===== src/hdl/chd_pkg.sv =====
// ---------------------------------------------------------------------------
// chd_pkg - shared types for the chunked body decoder
// Request payloads, the classified byte handed from front to back, and the
// depth of the queue that sits between the two.
// ---------------------------------------------------------------------------
package chd_pkg;

    localparam int LEN_W    = 26;
    localparam int QDEPTH   = 2;
    localparam int QPTR_W   = (QDEPTH > 1) ? $clog2(QDEPTH) : 1;
    localparam int QCNT_W   = $clog2(QDEPTH + 1);

    typedef struct packed {
        logic [7:0] in_byte;
        logic       in_last;
    } chd_in_t;

    typedef struct packed {
        logic [7:0]       out_byte;
        logic             out_data;
        logic             out_end;
        logic             out_terminated;
        logic [LEN_W-1:0] out_length;
    } chd_out_t;

    // Byte after classification by the front end
    typedef struct packed {
        logic [7:0] byte_val;
        logic       last;
        logic       is_hex;
        logic [3:0] hex_val;
        logic       is_cr;
        logic       is_lf;
        logic       is_ws;
    } chd_item_t;

endpackage


===== src/hdl/chd_front.sv =====
// ---------------------------------------------------------------------------
// chd_front - request intake and byte classification
// Accepts a byte request when the queue has room and tags it as hex digit,
// CR, LF or blank so the back end sees one-bit flags and the digit value.
// ---------------------------------------------------------------------------
module chd_front
    import chd_pkg::*;
(
    input  logic      src_valid,
    output logic      src_stall,
    input  chd_in_t   src_item,
    input  logic      q_full,
    output logic      q_push,
    output chd_item_t q_item
);

    localparam logic [7:0] CH_CR    = 8'h0D;
    localparam logic [7:0] CH_LF    = 8'h0A;
    localparam logic [7:0] CH_SP    = 8'h20;
    localparam logic [7:0] CH_TAB   = 8'h09;
    localparam logic [7:0] CH_0     = 8'h30;
    localparam logic [7:0] CH_9     = 8'h39;
    localparam logic [7:0] CH_LA    = 8'h61;
    localparam logic [7:0] CH_LF_HX = 8'h66;
    localparam logic [7:0] CH_UA    = 8'h41;
    localparam logic [7:0] CH_UF    = 8'h46;

    logic [7:0] b;
    logic       is_dec;
    logic       is_alpha;

    assign b        = src_item.in_byte;
    assign is_dec   = (b >= CH_0) && (b <= CH_9);
    assign is_alpha = ((b >= CH_LA) && (b <= CH_LF_HX)) || ((b >= CH_UA) && (b <= CH_UF));

    assign src_stall = q_full;
    assign q_push    = src_valid && !q_full;

    always_comb
    begin
        q_item.byte_val = b;
        q_item.last     = src_item.in_last;
        q_item.is_hex   = is_dec || is_alpha;
        // letters a-f and A-F share the low nibble 1..6
        q_item.hex_val  = is_dec ? b[3:0] : (b[3:0] + 4'd9);
        q_item.is_cr    = (b == CH_CR);
        q_item.is_lf    = (b == CH_LF);
        q_item.is_ws    = (b == CH_SP) || (b == CH_TAB);
    end

endmodule


===== src/hdl/chd_queue.sv =====
// ---------------------------------------------------------------------------
// chd_queue - short queue between front and back
// Register-based FIFO of classified bytes; push and pop in the same cycle.
// ---------------------------------------------------------------------------
module chd_queue
    import chd_pkg::*;
(
    input  logic      clk,
    input  logic      rst_n,
    input  logic      push,
    input  chd_item_t push_item,
    input  logic      pop,
    output logic      not_empty,
    output logic      full,
    output chd_item_t head_item
);

    chd_item_t         mem_reg [QDEPTH];
    logic [QPTR_W-1:0] wr_ptr_reg;
    logic [QPTR_W-1:0] wr_ptr_next;
    logic [QPTR_W-1:0] rd_ptr_reg;
    logic [QPTR_W-1:0] rd_ptr_next;
    logic [QCNT_W-1:0] cnt_reg;
    logic [QCNT_W-1:0] cnt_next;

    assign not_empty = (cnt_reg != '0);
    assign full      = (cnt_reg == QCNT_W'(QDEPTH));
    assign head_item = mem_reg[rd_ptr_reg];

    always_comb
    begin
        wr_ptr_next = wr_ptr_reg;
        rd_ptr_next = rd_ptr_reg;
        cnt_next    = cnt_reg;
        if (push)
        begin
            wr_ptr_next = (wr_ptr_reg == QPTR_W'(QDEPTH - 1)) ? '0 : wr_ptr_reg + 1'b1;
        end
        if (pop)
        begin
            rd_ptr_next = (rd_ptr_reg == QPTR_W'(QDEPTH - 1)) ? '0 : rd_ptr_reg + 1'b1;
        end
        if (push && !pop)
        begin
            cnt_next = cnt_reg + 1'b1;
        end
        else if (pop && !push)
        begin
            cnt_next = cnt_reg - 1'b1;
        end
    end

    always_ff @(posedge clk or negedge rst_n)
    begin
        if (!rst_n)
        begin
            wr_ptr_reg <= '0;
            rd_ptr_reg <= '0;
            cnt_reg    <= '0;
        end
        else
        begin
            wr_ptr_reg <= wr_ptr_next;
            rd_ptr_reg <= rd_ptr_next;
            cnt_reg    <= cnt_next;
        end
    end

    always_ff @(posedge clk)
    begin
        if (push)
        begin
            mem_reg[wr_ptr_reg] <= push_item;
        end
    end

endmodule


===== src/hdl/chd_back.sv =====
// ---------------------------------------------------------------------------
// chd_back - chunk framing state machine and result register
// Walks size lines, chunk data and trailing CR LF, counts payload bytes
// and holds one result request until the sink takes it.
// ---------------------------------------------------------------------------
module chd_back
    import chd_pkg::*;
#(
    parameter int SIZE_BITS = 32,
    parameter int MAX_BODY  = 33554432
)
(
    input  logic      clk,
    input  logic      rst_n,
    input  logic      q_valid,
    input  chd_item_t q_item,
    output logic      q_pop,
    output logic      res_valid,
    input  logic      res_stall,
    output chd_out_t  res_item
);

    localparam int CNT_W = $clog2(MAX_BODY + 1);
    localparam logic [SIZE_BITS-1:0] SIZE_MAX = '1;

    typedef enum logic [4:0] {
        PH_SIZE     = 5'b00001,
        PH_DATA     = 5'b00010,
        PH_AFTER    = 5'b00100,
        PH_AFTER_CR = 5'b01000,
        PH_DONE     = 5'b10000
    } phase_t;

    typedef enum logic [2:0] {
        HX_LEAD   = 3'b001,
        HX_DIGITS = 3'b010,
        HX_STOP   = 3'b100
    } hex_phase_t;

    typedef struct packed {
        logic                 done;
        hex_phase_t           hp;
        logic [SIZE_BITS-1:0] csz;
        logic                 pcr;
    } sb_t;

    phase_t               phase_reg;
    phase_t               phase_next;
    hex_phase_t           hp_reg;
    hex_phase_t           hp_next;
    logic [SIZE_BITS-1:0] csz_reg;
    logic [SIZE_BITS-1:0] csz_next;
    logic                 pcr_reg;
    logic                 pcr_next;
    logic [SIZE_BITS-1:0] left_reg;
    logic [SIZE_BITS-1:0] left_next;
    logic [CNT_W-1:0]     cnt_reg;
    logic [CNT_W-1:0]     cnt_next;
    logic                 res_valid_reg;
    chd_out_t             res_item_reg;

    hex_phase_t           base_hp;
    logic [SIZE_BITS-1:0] base_csz;
    logic                 base_pcr;
    sb_t                  sb;
    logic [SIZE_BITS-1:0] left_dec;
    logic                 have;
    logic                 data;
    logic                 term;
    logic                 drop;

    // One size-line byte: leading blanks, hex digits, then stop; CR LF ends it.
    function automatic sb_t size_byte(hex_phase_t hp, logic [SIZE_BITS-1:0] csz,
                                      logic pcr, chd_item_t it);
        sb_t r;
        r.done = 1'b0;
        r.hp   = hp;
        r.csz  = csz;
        r.pcr  = pcr;
        if (pcr && it.is_lf)
        begin
            r.done = 1'b1;
        end
        else
        begin
            r.pcr = it.is_cr;
            if (!(hp == HX_LEAD && it.is_ws))
            begin
                if (hp == HX_LEAD)
                begin
                    r.hp = it.is_hex ? HX_DIGITS : HX_STOP;
                end
                else if (hp == HX_DIGITS && !it.is_hex)
                begin
                    r.hp = HX_STOP;
                end
                if (r.hp == HX_DIGITS && it.is_hex)
                begin
                    // saturate once a digit would shift bits out the top
                    if (csz[SIZE_BITS-1 -: 4] != 4'd0)
                    begin
                        r.csz = SIZE_MAX;
                    end
                    else
                    begin
                        r.csz = {csz[SIZE_BITS-5:0], it.hex_val};
                    end
                end
            end
        end
        return r;
    endfunction

    assign q_pop     = q_valid && (!res_valid_reg || !res_stall);
    assign res_valid = res_valid_reg;
    assign res_item  = res_item_reg;
    assign left_dec  = (left_reg != '0) ? (left_reg - 1'b1) : left_reg;

    always_comb
    begin
        base_hp  = hp_reg;
        base_csz = csz_reg;
        base_pcr = pcr_reg;
        if (phase_reg == PH_AFTER)
        begin
            base_hp  = HX_LEAD;
            base_csz = '0;
            base_pcr = 1'b0;
        end
        else if (phase_reg == PH_AFTER_CR)
        begin
            // CR without LF: the new size line has already stopped parsing
            base_hp  = HX_STOP;
            base_csz = '0;
            base_pcr = 1'b0;
        end
    end

    assign sb = size_byte(base_hp, base_csz, base_pcr, q_item);

    always_comb
    begin
        phase_next = phase_reg;
        hp_next    = hp_reg;
        csz_next   = csz_reg;
        pcr_next   = pcr_reg;
        left_next  = left_reg;
        cnt_next   = cnt_reg;
        have       = 1'b0;
        data       = 1'b0;
        term       = 1'b0;
        unique case (phase_reg)
            PH_DATA:
            begin
                data = 1'b1;
                have = 1'b1;
                if (cnt_reg < CNT_W'(MAX_BODY))
                begin
                    cnt_next = cnt_reg + 1'b1;
                end
                left_next = left_dec;
                if (left_dec == '0)
                begin
                    phase_next = PH_AFTER;
                end
            end
            PH_AFTER:
            begin
                if (q_item.is_cr)
                begin
                    phase_next = PH_AFTER_CR;
                end
                else
                begin
                    phase_next = PH_SIZE;
                    hp_next    = sb.hp;
                    csz_next   = sb.csz;
                    pcr_next   = sb.pcr;
                end
            end
            PH_AFTER_CR:
            begin
                phase_next = PH_SIZE;
                if (q_item.is_lf)
                begin
                    hp_next  = HX_LEAD;
                    csz_next = '0;
                    pcr_next = 1'b0;
                end
                else
                begin
                    hp_next  = sb.hp;
                    csz_next = sb.csz;
                    pcr_next = sb.pcr;
                end
            end
            PH_DONE:
            begin
                // drop everything until the buffer ends
            end
            PH_SIZE:
            begin
                if (sb.done)
                begin
                    if (csz_reg == '0)
                    begin
                        phase_next = PH_DONE;
                        term       = 1'b1;
                        have       = 1'b1;
                    end
                    else
                    begin
                        phase_next = PH_DATA;
                        left_next  = csz_reg;
                        pcr_next   = 1'b0;
                    end
                end
                else
                begin
                    hp_next  = sb.hp;
                    csz_next = sb.csz;
                    pcr_next = sb.pcr;
                end
            end
            default:
            begin
                phase_next = PH_SIZE;
            end
        endcase

        drop = q_item.last && (phase_next == PH_DONE) && !term;
        if (q_item.last)
        begin
            have       = !drop;
            phase_next = PH_SIZE;
            hp_next    = HX_LEAD;
            csz_next   = '0;
            pcr_next   = 1'b0;
            left_next  = '0;
            cnt_next   = '0;
        end
    end

    always_ff @(posedge clk or negedge rst_n)
    begin
        if (!rst_n)
        begin
            phase_reg     <= PH_SIZE;
            hp_reg        <= HX_LEAD;
            csz_reg       <= '0;
            pcr_reg       <= 1'b0;
            left_reg      <= '0;
            cnt_reg       <= '0;
            res_valid_reg <= 1'b0;
        end
        else
        begin
            if (q_pop)
            begin
                phase_reg     <= phase_next;
                hp_reg        <= hp_next;
                csz_reg       <= csz_next;
                pcr_reg       <= pcr_next;
                left_reg      <= left_next;
                cnt_reg       <= cnt_next;
                res_valid_reg <= have;
            end
            else if (!res_stall)
            begin
                res_valid_reg <= 1'b0;
            end
        end
    end

    // Length reports the count before any end-of-buffer reset
    always_ff @(posedge clk)
    begin
        if (q_pop && have)
        begin
            res_item_reg.out_byte       <= data ? q_item.byte_val : 8'd0;
            res_item_reg.out_data       <= data;
            res_item_reg.out_end        <= term || q_item.last;
            res_item_reg.out_terminated <= term;
            res_item_reg.out_length     <= LEN_W'((phase_reg == PH_DATA &&
                                                   cnt_reg < CNT_W'(MAX_BODY))
                                                  ? cnt_reg + 1'b1 : cnt_reg);
        end
    end

endmodule


===== src/hdl/http_chunked_body_decoder_top.sv =====
// ---------------------------------------------------------------------------
// http_chunked_body_decoder_top - chunked transfer body decoder
// Strips size lines and CR LF framing from a chunked body; passes on payload
// bytes and end results with a running length and end/terminated flags.
//
//   channel  valid      stall      payload                 direction
//   src      src_valid  src_stall  src_item (chd_in_t)     into block
//   res      res_valid  res_stall  res_item (chd_out_t)    out of block
//
// One byte per cycle sustained while the result side is not stalled; the
// back end computes its next framing state combinationally, so a new byte
// can be taken every clock. An accepted byte passes through the queue and
// then the result register. Framing bytes produce no result request unless
// they close the zero-size line or carry the last flag. Reset clears the
// queue, the framing state and the result valid flag. A stalled result holds
// the back end; the two-entry queue then fills and src_stall rises.
// ---------------------------------------------------------------------------
module http_chunked_body_decoder_top
    import chd_pkg::*;
#(
    parameter int SIZE_BITS = 32,
    parameter int MAX_BODY  = 33554432
)
(
    input  logic     clk,
    input  logic     rst_n,
    input  logic     src_valid,
    output logic     src_stall,
    input  chd_in_t  src_item,
    output logic     res_valid,
    input  logic     res_stall,
    output chd_out_t res_item
);

    logic      q_full;
    logic      q_push;
    logic      q_pop;
    logic      q_not_empty;
    chd_item_t q_in_item;
    chd_item_t q_head_item;

    chd_front u_front (
        .src_valid (src_valid),
        .src_stall (src_stall),
        .src_item  (src_item),
        .q_full    (q_full),
        .q_push    (q_push),
        .q_item    (q_in_item)
    );

    chd_queue u_queue (
        .clk       (clk),
        .rst_n     (rst_n),
        .push      (q_push),
        .push_item (q_in_item),
        .pop       (q_pop),
        .not_empty (q_not_empty),
        .full      (q_full),
        .head_item (q_head_item)
    );

    chd_back #(
        .SIZE_BITS (SIZE_BITS),
        .MAX_BODY  (MAX_BODY)
    ) u_back (
        .clk       (clk),
        .rst_n     (rst_n),
        .q_valid   (q_not_empty),
        .q_item    (q_head_item),
        .q_pop     (q_pop),
        .res_valid (res_valid),
        .res_stall (res_stall),
        .res_item  (res_item)
    );

endmodule


===== config.mk =====
export PLATFORM = sky130hd
export DESIGN_NAME = http_chunked_body_decoder_top
export DESIGN_NICKNAME = d
export VERILOG_FILES = /design/src/hdl/chd_pkg.sv /design/src/hdl/chd_front.sv /design/src/hdl/chd_queue.sv /design/src/hdl/chd_back.sv /design/src/hdl/http_chunked_body_decoder_top.sv
export SDC_FILE = /design/constraint.sdc
export NUM_CORES = 1
export LEC_CHECK = 0
export BUFFER_PORTS_ARGS = -buffer_cell sky130_fd_sc_hd__buf_2
export CORE_MARGIN = 2
export CORE_UTILIZATION = 43
export CTS_CLUSTER_DIAMETER = 60
export DETAILED_ROUTE_END_ITERATION = 10
export PLACE_DENSITY = 0.61
export SYNTH_ARGS = -nofsm -noshare
export SYNTH_HDL_FRONTEND = slang
export SYNTH_SLANG_ARGS = --single-unit

===== constraint.sdc =====
create_clock -name clk -period 5.1 [get_ports clk]
set_clock_uncertainty 0.05 [all_clocks]
set_input_delay 0.255 -clock clk [delete_from_list [all_inputs] [get_ports clk]]
set_output_delay 0.255 -clock clk [all_outputs]
set_load 0.02 [all_outputs]

* Yosys cells after proc, flatten, opt, wreduce, memory -nomap -nowiden
Memory sizes are Yosys's and may differ from the RTL's.
Index checks and enable logic that the tools add are counted.
** Storage, ports and cells
- Input bits :: 13
- Word-level logic and storage cells :: 154
- Bits in registers :: 141
- Output and inout bits :: 39
- Memory bits (writable) :: 34
- Memories kept :: 1
** Operators by class
- Order comparisons :: 7
- $add $sub $neg :: 7
- Reduce and logical (&&, ||, !) cells :: 42
- Equality and inequality tests :: 20
- Multiplexer cells :: 62
** Memory list
- u_queue.mem_reg :: depth 2, bits a word 17, read ports 1, clocked after Yosys merged registers in 0, write ports 1, line chd_queue.sv:18 : chd_item_t mem_reg [QDEPTH];
** Operator list (count)
- $mux W32 :: 12
- $mux W26 :: 4
- $pmux W32 S3 :: 1
- $logic_not A32 Y1 :: 2
- $pmux W32 S2 :: 1
- $mux W36 :: 1
- $mux W35 :: 1
- $mux W3 :: 11
- $reduce_bool A32 Y1 :: 1
- $sub A32 B1 Y32 const B :: 1
- $add A26 B1 Y26 const B :: 1
- $lt A26 B26 Y1 const B :: 1
- $eq A8 B4 Y1 const B :: 3
- $mux W5 :: 4
- $pmux W5 S4 :: 1
- $mux W1 :: 19
- $ge A8 B7 Y1 const B :: 2
- $le A8 B7 Y1 const B :: 2
- $logic_and A1 B1 Y1 :: 15
- $reduce_and A4 Y1 :: 3
- $eq A5 B5 Y1 const B :: 2
- $ne A3 B2 Y1 const B :: 3
- $pmux W3 S3 :: 1
- $eq A8 B6 Y1 const B :: 1
- 26 further kinds :: 45

* Longest topological paths before layout
Gate-level depths: netlist (run 1).
- Word-level depth :: 17
- Depth in mapped cells :: 11
- Mapped depth without buffers :: 10

* Cells and area by module
A second synthesis (run 1) with hierarchy kept.
** Unflattened totals
- Cell total of the unflattened synthesis :: 904
- Area, all modules :: 9451.6 um^2
** By module, submodules not included
- chd_back :: instances 1, sequential area each 3616.0 um^2, cells each 793, area each 7633.6 um^2
- chd_queue :: instances 1, sequential area each 1121.1 um^2, cells each 69, area each 1466.4 um^2
- chd_front :: instances 1, sequential area each 0.0 um^2, cells each 42, area each 351.6 um^2

* Worst setup path before layout (run 1)
OpenSTA, ideal clock, no wires.
- Path type :: register to register
- From :: register u_back.csz_reg[30]
- To :: register u_back.res_item_reg, in the netlist u_back.res_item[0], enable pin
- Setup time :: 445 ps
- Data arrival time :: 3734 ps
- Clock period less this slack :: 4229 ps
- Path slack :: 871 ps
- Cell stages (with the launch flop) :: 8
- Required time :: 4605 ps
- Buffers on the path :: 0
- Cell sequence :: dfrtp_1 > or4_1 > or2_2 > nor3_1 > nor2b_1 > nand2b_1 > o21ai_0 > a21oi_1
** On the way
- Elaborated cells between the ends (all ways) :: 15
- Those cells by class :: eq/ne (1); mux (8); reduce/logical (6)
** RTL lines
- from (decl) :: line chd_back.sv:51 : logic [SIZE_BITS-1:0] csz_reg;
- from (signal assigned) :: line chd_back.sv:262 : csz_reg <= csz_next;
- $logic_not A32 Y1 :: line chd_back.sv:205 : if (csz_reg == '0)
- $mux W1 :: line chd_back.sv:205
- $mux W1 :: line chd_back.sv:203 : if (sb.done)
- $mux W1 :: line chd_back.sv:152 : unique case (phase_reg)
- named net u_back.term :: line chd_back.sv:69 : logic term;
- $logic_not A1 Y1 :: line chd_back.sv:231 : drop = q_item.last && (phase_next == PH_DONE) && !term;
- $logic_and A1 B1 Y1 :: line chd_back.sv:231
- $logic_not A1 Y1 :: line chd_back.sv:234 : have = !drop;
- $mux W1 :: line chd_back.sv:232 : if (q_item.last)
- $logic_and A1 B1 Y1 :: line chd_back.sv:278 : if (q_pop && have)
- to (decl) :: line chd_back.sv:60 : chd_out_t res_item_reg;
The timed path passes the listed nets, and every way through them passes these cells.
A chain may end at the register's enable or synchronous reset.

* Final worst setup path (run 1)
- From :: register u_back.csz_reg[30]
- To :: register u_back.res_item_reg, in the netlist u_back.res_item[9], enable pin
Same word-level chain as after synthesis.

==> results of run 1 <==
## path summary, 6_finish.rpt
path                                           startpoint                               end  cells after the start
min in group asynchronous                           rst_n     u_back.csz_reg[1]$_DFFE_PN0P_                      2
min reg2reg                  u_back.res_valid$_DFFE_PN0P_      u_back.res_valid$_DFFE_PN0P_                      1
max in group asynchronous                           rst_n   u_back.left_reg[14]$_DFFE_PN0P_                      3
max                        u_back.csz_reg[30]$_DFFE_PN0P_      u_back.res_item[9]$_DFFE_PP_                      8
max reg2reg                u_back.csz_reg[30]$_DFFE_PN0P_      u_back.res_item[9]$_DFFE_PP_                      8
min                                           src_item[4]  u_queue.mem_reg[1][12]$_DFFE_PP_                      1
## timing repair
item | in CTS | in global routing
hold buffers | 7 | 0
hold endpoints to repair | 76 | 0
buffers inserted | 0 | 0
## area by class of cell
cell class	count	area, µm²
Fill cell	1944	10700
Timing Repair Buffer	70	418
Inverter	23	86.3
Clock inverter	15	175
Sequential cell	175	4740
Multi-Input combinational cell	725	4280
Tap cell	275	344
Clock buffer	17	425
## cells by family after synthesis
kind of cell | synth area share [%]
and+or+nand+nor | 19.5
AOI/OAI and AO/OA | 18.6
DFF | 50.9
buffers and inverters | 3.47
xor gates and xnor gates | 3.76
muxes | 2.65
adders and majority gates | 1.08
## power breakdown
part	switching, mW	total [mW]	internal (mW)
registers	0.384	2.32	1.94
clock network	0.653	1.32	0.665
logic	2.06	3.12	1.06
## synthesized netlist by cell type (all sizes together) (22+ instances only)
library cell    n  area (µm²)
nand2          84         315
inv            23        86.3
nor4           30         209
clkbuf         53         199
edfxtp         71        2130
a211oi         24         185
xnor2          22         193
o21ai         110         551
o22ai          25         156
dfrtp         102        2550
a21oi          52         260
nand3          23         115
nor2          131         492
## routing by layer
metal / wire length [µm] / up-vias / GRT usage, %
met1: 10600 / 3684 / 29.9
met3: 1280 / 37 / 3.83
li1: - / 3669 / -
met2: 10600 / 264 / 32.5
met5: 0 / - / 0
met4: 491 / 0 / 7.76
==> summary.txt, run 1 <==
Synthesis
  • Syn Nets: between 1000 and 1500
  • Ys Warns: 0
  • Number of synthesized flops with an enable pin: 71
  • Avg Cell Area, Syn: about 9.5 µm²
  • Cell Area, Synth: between 0.009 and 0.01 mm²
  • Seq cells post-synth: approximately 180
  • Async SR Flop Fraction: 59.4%
  • Distinct cells, synth: 66
  • Register area share after synthesis: around 51%
  • Most used DFF post-synth: dfrtp_1
  • Syn Inst Count: around 980

Worst setup path
  • Setup CP Type: flip-flop to flip-flop
  • Worst path arrival time: ~3700 ps
  • WP data required: approximately 5200 ps
  • Worst-path maximum fanout: 34
  • CP delay by family, top: simple AND/OR/NAND/NOR gates
  • Max incr delay on CP: approximately 890 ps
  • Crit path capture type: flip-flop
  • Cells along the critical path: or4_1 > or2_2 > nor3_1 > nor2b_1 > nand2b_1 > o21ai_0 > a21oi_4 > buf_4
  • Startpoint Class: flip-flop
  • Sum of buffers and inverters on the critical path: 1
  • Reg-to-reg slack, setup: between 1000 and 1500 ps
  • Slowest-stage cell, CP: or4_1

CTS
  • CTS tree: yes
  • CTS resizes: 0
  • CTS buffer count: 17
  • H-tree levels: 4
  • CTS root buf: clkbuf_16
  • Clk_lat worst skew: 450 ps
  • Clock tree buffer depth: 2
  • Clk pin slew, worst setup/hold paths: roughly 80 ps
  • Clk sink count: between 150 and 200

Final layout
  • Most frequent cells in the layout: 131 x nor2_1, 109 x o21ai_0, 102 x dfrtp_1
  • Max reg flops: 37
  • Synth-to-Final Area Change: 12.5%
  • Core Util, Final: 49.5%
  • Design area: ~0.010 mm²
  • Layout Cells excl Fill: between 1000 and 1500
  • Layout cell share with drive strength beyond 1: between 10% and 20%
  • Final nets: just over 1000
  • Most common cell after layout, fill and taps aside: nor2_1
  • Antenna Cells: 0

Global route
  • Largest net degree at the start of global routing: slightly below 70
  • First-pass GRT wire length: about 38 mm
  • Total congestion overflow: 0
  • Tot GR Track Use: a little over a fifth
  • Number of global-route vias before repair: between 7000 and 8000
  • Initial antenna violation count: 0

Timing
  • Relative slew margins: between 30% and 40%
  • Final Max Slew Viols: 0
  • Worst setup margin: 1420 ps
  • Tcrit/Tclk final: approximately 70%
  • Final setup TNS: 0 ps
  • Fin crit period: roughly 3700 ps
  • RSZ-0062 raised after global routing: no
  • Fmax: 272 MHz
  • Final Hold Viols: 0
  • Least-Margin Pin Slew: just over 900 ps
  • Setup violators final: 0
  • Min Hold Slack: approximately 11 ps

Power and ir drop
  • Peak VDD IR: slightly above 0.3 mV
  • Final Power: slightly below 7 mW
  • Pwr Density: 645 mW/mm²
  • Pleak: approximately 4.2 nW

Die
  • Starting Density: between 40% and 50%
  • Row count: between 50 and 60
  • Die Width: between 150 and 200 µm
  • Num ports: between 50 and 60
  • Area of the core: 0.0212 mm²
  • Chip height: ~150 µm
  • Die footprint: 0.0228 mm²

Placement
  • PortBufs: 51
  • DP HPWL: between 15 and 20 mm
  • Worst slack at placement: between 1000 and 1500 ps
  • Dpl cells: roughly 1300
  • GP Congestion: about 0.94
  • Dpl cell area: roughly 0.0098 mm²

Routing
  • DRC Markers: 0
  • Vias: roughly 7700
  • Drt pass-1 iters: 5
  • Routed Antenna Nets: 0
  • Drt via density: ~5.9
  • WL per Instance: between 15 and 20 µm
  • Drt total wl: ~23 mm
  • DR iter-0 viols: roughly 840

Flow run
  • Max-cap violations: 0

Hold path
  • Hold Crit Class: input port to flip-flop

Outcome
  • Outcome: completed
Note: power is estimated with default switching activity, not from simulation.
==> run 2, diff against run 1 <==
- clock period: 5.1 -> 3.7 ns (I/O delays scaled with it)
==> run 2 against run 1 <==
  * Worst hold slack improved by 13 ps
  * Final cell count rose by 1.2%
  * Global-route usage rose by 0.91 points
  * Via count rose by 1.1%
  * Final area rose by 1.6%
  * Sequential share of layout area fell by 0.71 points
  * Total power rose by 41%
  * Flip-flop and latch count did not move
  * Critical path type unchanged
  * Largest power group unchanged
==> summary.txt, run 2 (synthesis results as in run 1) <==
Die
  • Area of the core: 0.0212 mm² (unchanged)
  • Starting Density: 44.0% (unchanged)
  • Chip height: 151 µm (unchanged)
  • Die footprint: 0.0228 mm² (unchanged)
  • Row count: 53 (unchanged)
  • Num ports: 52 (unchanged)
  • Die Width: 151 µm (unchanged)

CTS
  • Clock tree buffer depth: 2 (unchanged)
  • Cts hold-fix bufs: 10 (was 7)
  • CTS resizes: 0 (unchanged)
  • CTS tree: yes (unchanged)
  • CTS root buf: clkbuf_16 (unchanged)
  • Clk pin slew, worst setup/hold paths: 80 ps (about the same)
  • Clk sink count: 175 (unchanged)
  • Postcts setup bufs: 0 (unchanged)
  • Clk_lat worst skew: 440 ps (was 450 ps)
  • H-tree levels: 4 (unchanged)
  • CTS buffer count: 17 (unchanged)

Global route
  • Total congestion overflow: 0 (unchanged)
  • First-pass GRT wire length: 39.2 mm (was 37.8 mm)
  • Initial antenna violation count: 0 (unchanged)
  • Number of global-route vias before repair: 7261 (was 7182)
  • Tot GR Track Use: 22.0% (was 21.1%)
  • Largest net degree at the start of global routing: 44 (was 69)

Worst setup path
  • Worst-path maximum fanout: 6 (was 34)
  • RR Endpoint: u_back.phase_reg[2]$_DFFE_PN0P_ (was u_back.res_item[9]$_DFFE_PP_)
  • Setup CP Type: flip-flop to flip-flop (unchanged)
  • WP data required: 4020 ps (was 5150 ps)
  • Crit path capture type: flip-flop (unchanged)
  • FF-to-FF path depth: 9 (was 8)
  • Reg-to-reg slack, setup: 400 ps (was 1420 ps)
  • R2R Path Start: u_back.left_reg[0]$_DFFE_PN0P_ (was u_back.csz_reg[30]$_DFFE_PN0P_)
  • Worst path arrival time: 3620 ps (was 3720 ps)
  • Startpoint Class: flip-flop (unchanged)

Routing
  • Drt total wl: 23.9 mm (was 23.0 mm)
  • DR iter-0 viols: 699 (was 839)
  • Vias: 7740 (was 7654)
  • Drt pass-1 iters: 9 (was 5)
  • Drt via density: 5.88 (was 5.89)
  • Routed Antenna Nets: 0 (unchanged)
  • DRC Markers: 0 (unchanged)
  • WL per Instance: 18.2 µm (was 17.7 µm)

Outcome
  • Outcome: completed (unchanged)

Final layout
  • Most frequent cells in the layout: 131 x nor2_1, 109 x o21ai_0, 102 x dfrtp_1 (unchanged)
  • Antenna Cells: 0 (unchanged)
  • Core Util, Final: 50.3% (was 49.5%)
  • Max reg flops: 37 (unchanged)
  • Synth-to-Final Area Change: 14.3% (was 12.5%)
  • Layout cell share with drive strength beyond 1: 12.6% (was 11.5%)
  • Final nets: 1049 (was 1033)
  • Most common cell after layout, fill and taps aside: nor2_1 (unchanged)

Power and ir drop
  • Int Pwr: 5.21 mW (was 3.66 mW)
  • Pleak: 4.25 nW (was 4.16 nW)
  • Final Power: 9.55 mW (was 6.75 mW)
  • Power share of the sequential group: 33.7% (was 34.4%)
  • Pwr Density: 898 mW/mm² (was 645 mW/mm²)
  • Peak VDD IR: 0.449 mV (was 0.308 mV)
  • Net Sw Frac: 45.4% (was 45.8%)
  • Sw power: 4.33 mW (was 3.09 mW)
  • Combinational Power Share: 46.4% (was 46.1%)
  • Clock power frac: 19.9% (was 19.5%)

Placement
  • Worst slack at placement: 458 ps (was 1420 ps)
  • PortBufs: 51 (unchanged)
  • DP HPWL: 16.0 mm (was 15.3 mm)
  • GP Congestion: 0.922 (was 0.938)

Hold path
  • Hold Path End: u_queue.wr_ptr_reg$_DFFE_PN0P_ (was u_queue.mem_reg[1][12]$_DFFE_PP_)
  • Hold Crit Class: input port to flip-flop (unchanged)
  • Hold Path Origin: src_valid (was src_item[4])
  • Hold path depth: 3 (was 1)

Timing
  • RSZ-0062 raised after global routing: no (unchanged)
  • Relative slew margins: 36.9% (was 37.9%)
  • Final Max Slew Viols: 0 (unchanged)
  • Fmax: 303 MHz (was 272 MHz)
  • Final setup TNS: 0 ps (unchanged)
  • Fin crit period: 3300 ps (was 3680 ps)
  • Worst setup margin: 404 ps (was 1420 ps)
  • Least-Margin Pin Slew: 944 ps (was 932 ps)
  • Setup violators final: 0 (unchanged)
  • Tcrit/Tclk final: 89.1% (was 72.1%)
  • Final Hold Viols: 0 (unchanged)

Flow run
  • Max-cap violations: 0 (unchanged)
-- run 2: critical path: stages (launching register included) --
cell     delay [ps]
dfrtp_1         420
inv_1           130
ha_1            270
nor3b_1         480
nand3_1         290
or4_1           530
a221o_1         370
nor3_1          270
and4_4          290
a22o_1          130
-- run 2: layout make-up --
| type | instances | area (µm²) |
|---|---|---|
| tap | 275 | 344 |
| timing repair buffer | 86 | 558 |
| inverter | 23 | 86.3 |
| fill | 1971 | 10500 |
| sequential | 175 | 4740 |
| clock inverter | 15 | 203 |
| multi-input combinational | 725 | 4280 |
| clock buffer | 17 | 425 |
-- run 2: worst max path at each step --
stage,from,slack (ps),cells after the start,to
2_1_floorplan,u_back.csz_reg[30]$_DFFE_PN0P_,290,7,u_back.res_item[0]$_DFFE_PP_
3_3_place_gp,u_back.left_reg[0]$_DFFE_PN0P_,530,9,u_back.phase_reg[1]$_DFFE_PN0P_
3_5_place_dp,u_back.left_reg[0]$_DFFE_PN0P_,460,9,u_back.phase_reg[2]$_DFFE_PN0P_
4_1_cts,u_back.left_reg[0]$_DFFE_PN0P_,460,9,u_back.phase_reg[2]$_DFFE_PN0P_
5_1_grt,u_back.left_reg[0]$_DFFE_PN0P_,170,10,u_back.phase_reg[2]$_DFFE_PN0P_
6_report,u_back.left_reg[0]$_DFFE_PN0P_,400,9,u_back.phase_reg[2]$_DFFE_PN0P_
-- run 2: power by group through the flow --
| stage | logic, mW | registers, mW | clock network, mW |
|---|---|---|---|
| after floorplan | 3.06 | 3.22 | 0 |
| after global placement | 4.37 | 3.23 | 0 |
| after detailed placement | 4.38 | 3.23 | 0 |
| after CTS | 4.41 | 3.20 | 1.95 |
| after global routing | 4.92 | 3.29 | 2.01 |
| final | 4.43 | 3.22 | 1.90 |
-- run 2: per-stage QoR --
stage / std cells / cell area (µm²) / hold WS (ps)
floorplan: 984 / 9310 / -161
global route: 1316 / 10600 / 31.8
finish: 1316 / 10600 / 23.8
global placement: 1274 / 9910 / 177
CTS: 1316 / 10600 / 2.76
detailed placement: 1274 / 9910 / 179
-- run 2: layer usage --
| layer | routed length (µm) | GRT usage (%) | share of wire [%] | up-vias |
|---|---|---|---|---|
| li1 | - | - | - | 3702 |
| met1 | 11500 | 32.5 | 48 | 3806 |
| met2 | 11200 | 34.3 | 47 | 216 |
| met3 | 966 | 3.25 | 4.0 | 16 |
| met4 | 250 | 5.51 | 1.0 | 0 |
| met5 | 0 | 0 | 0 | - |
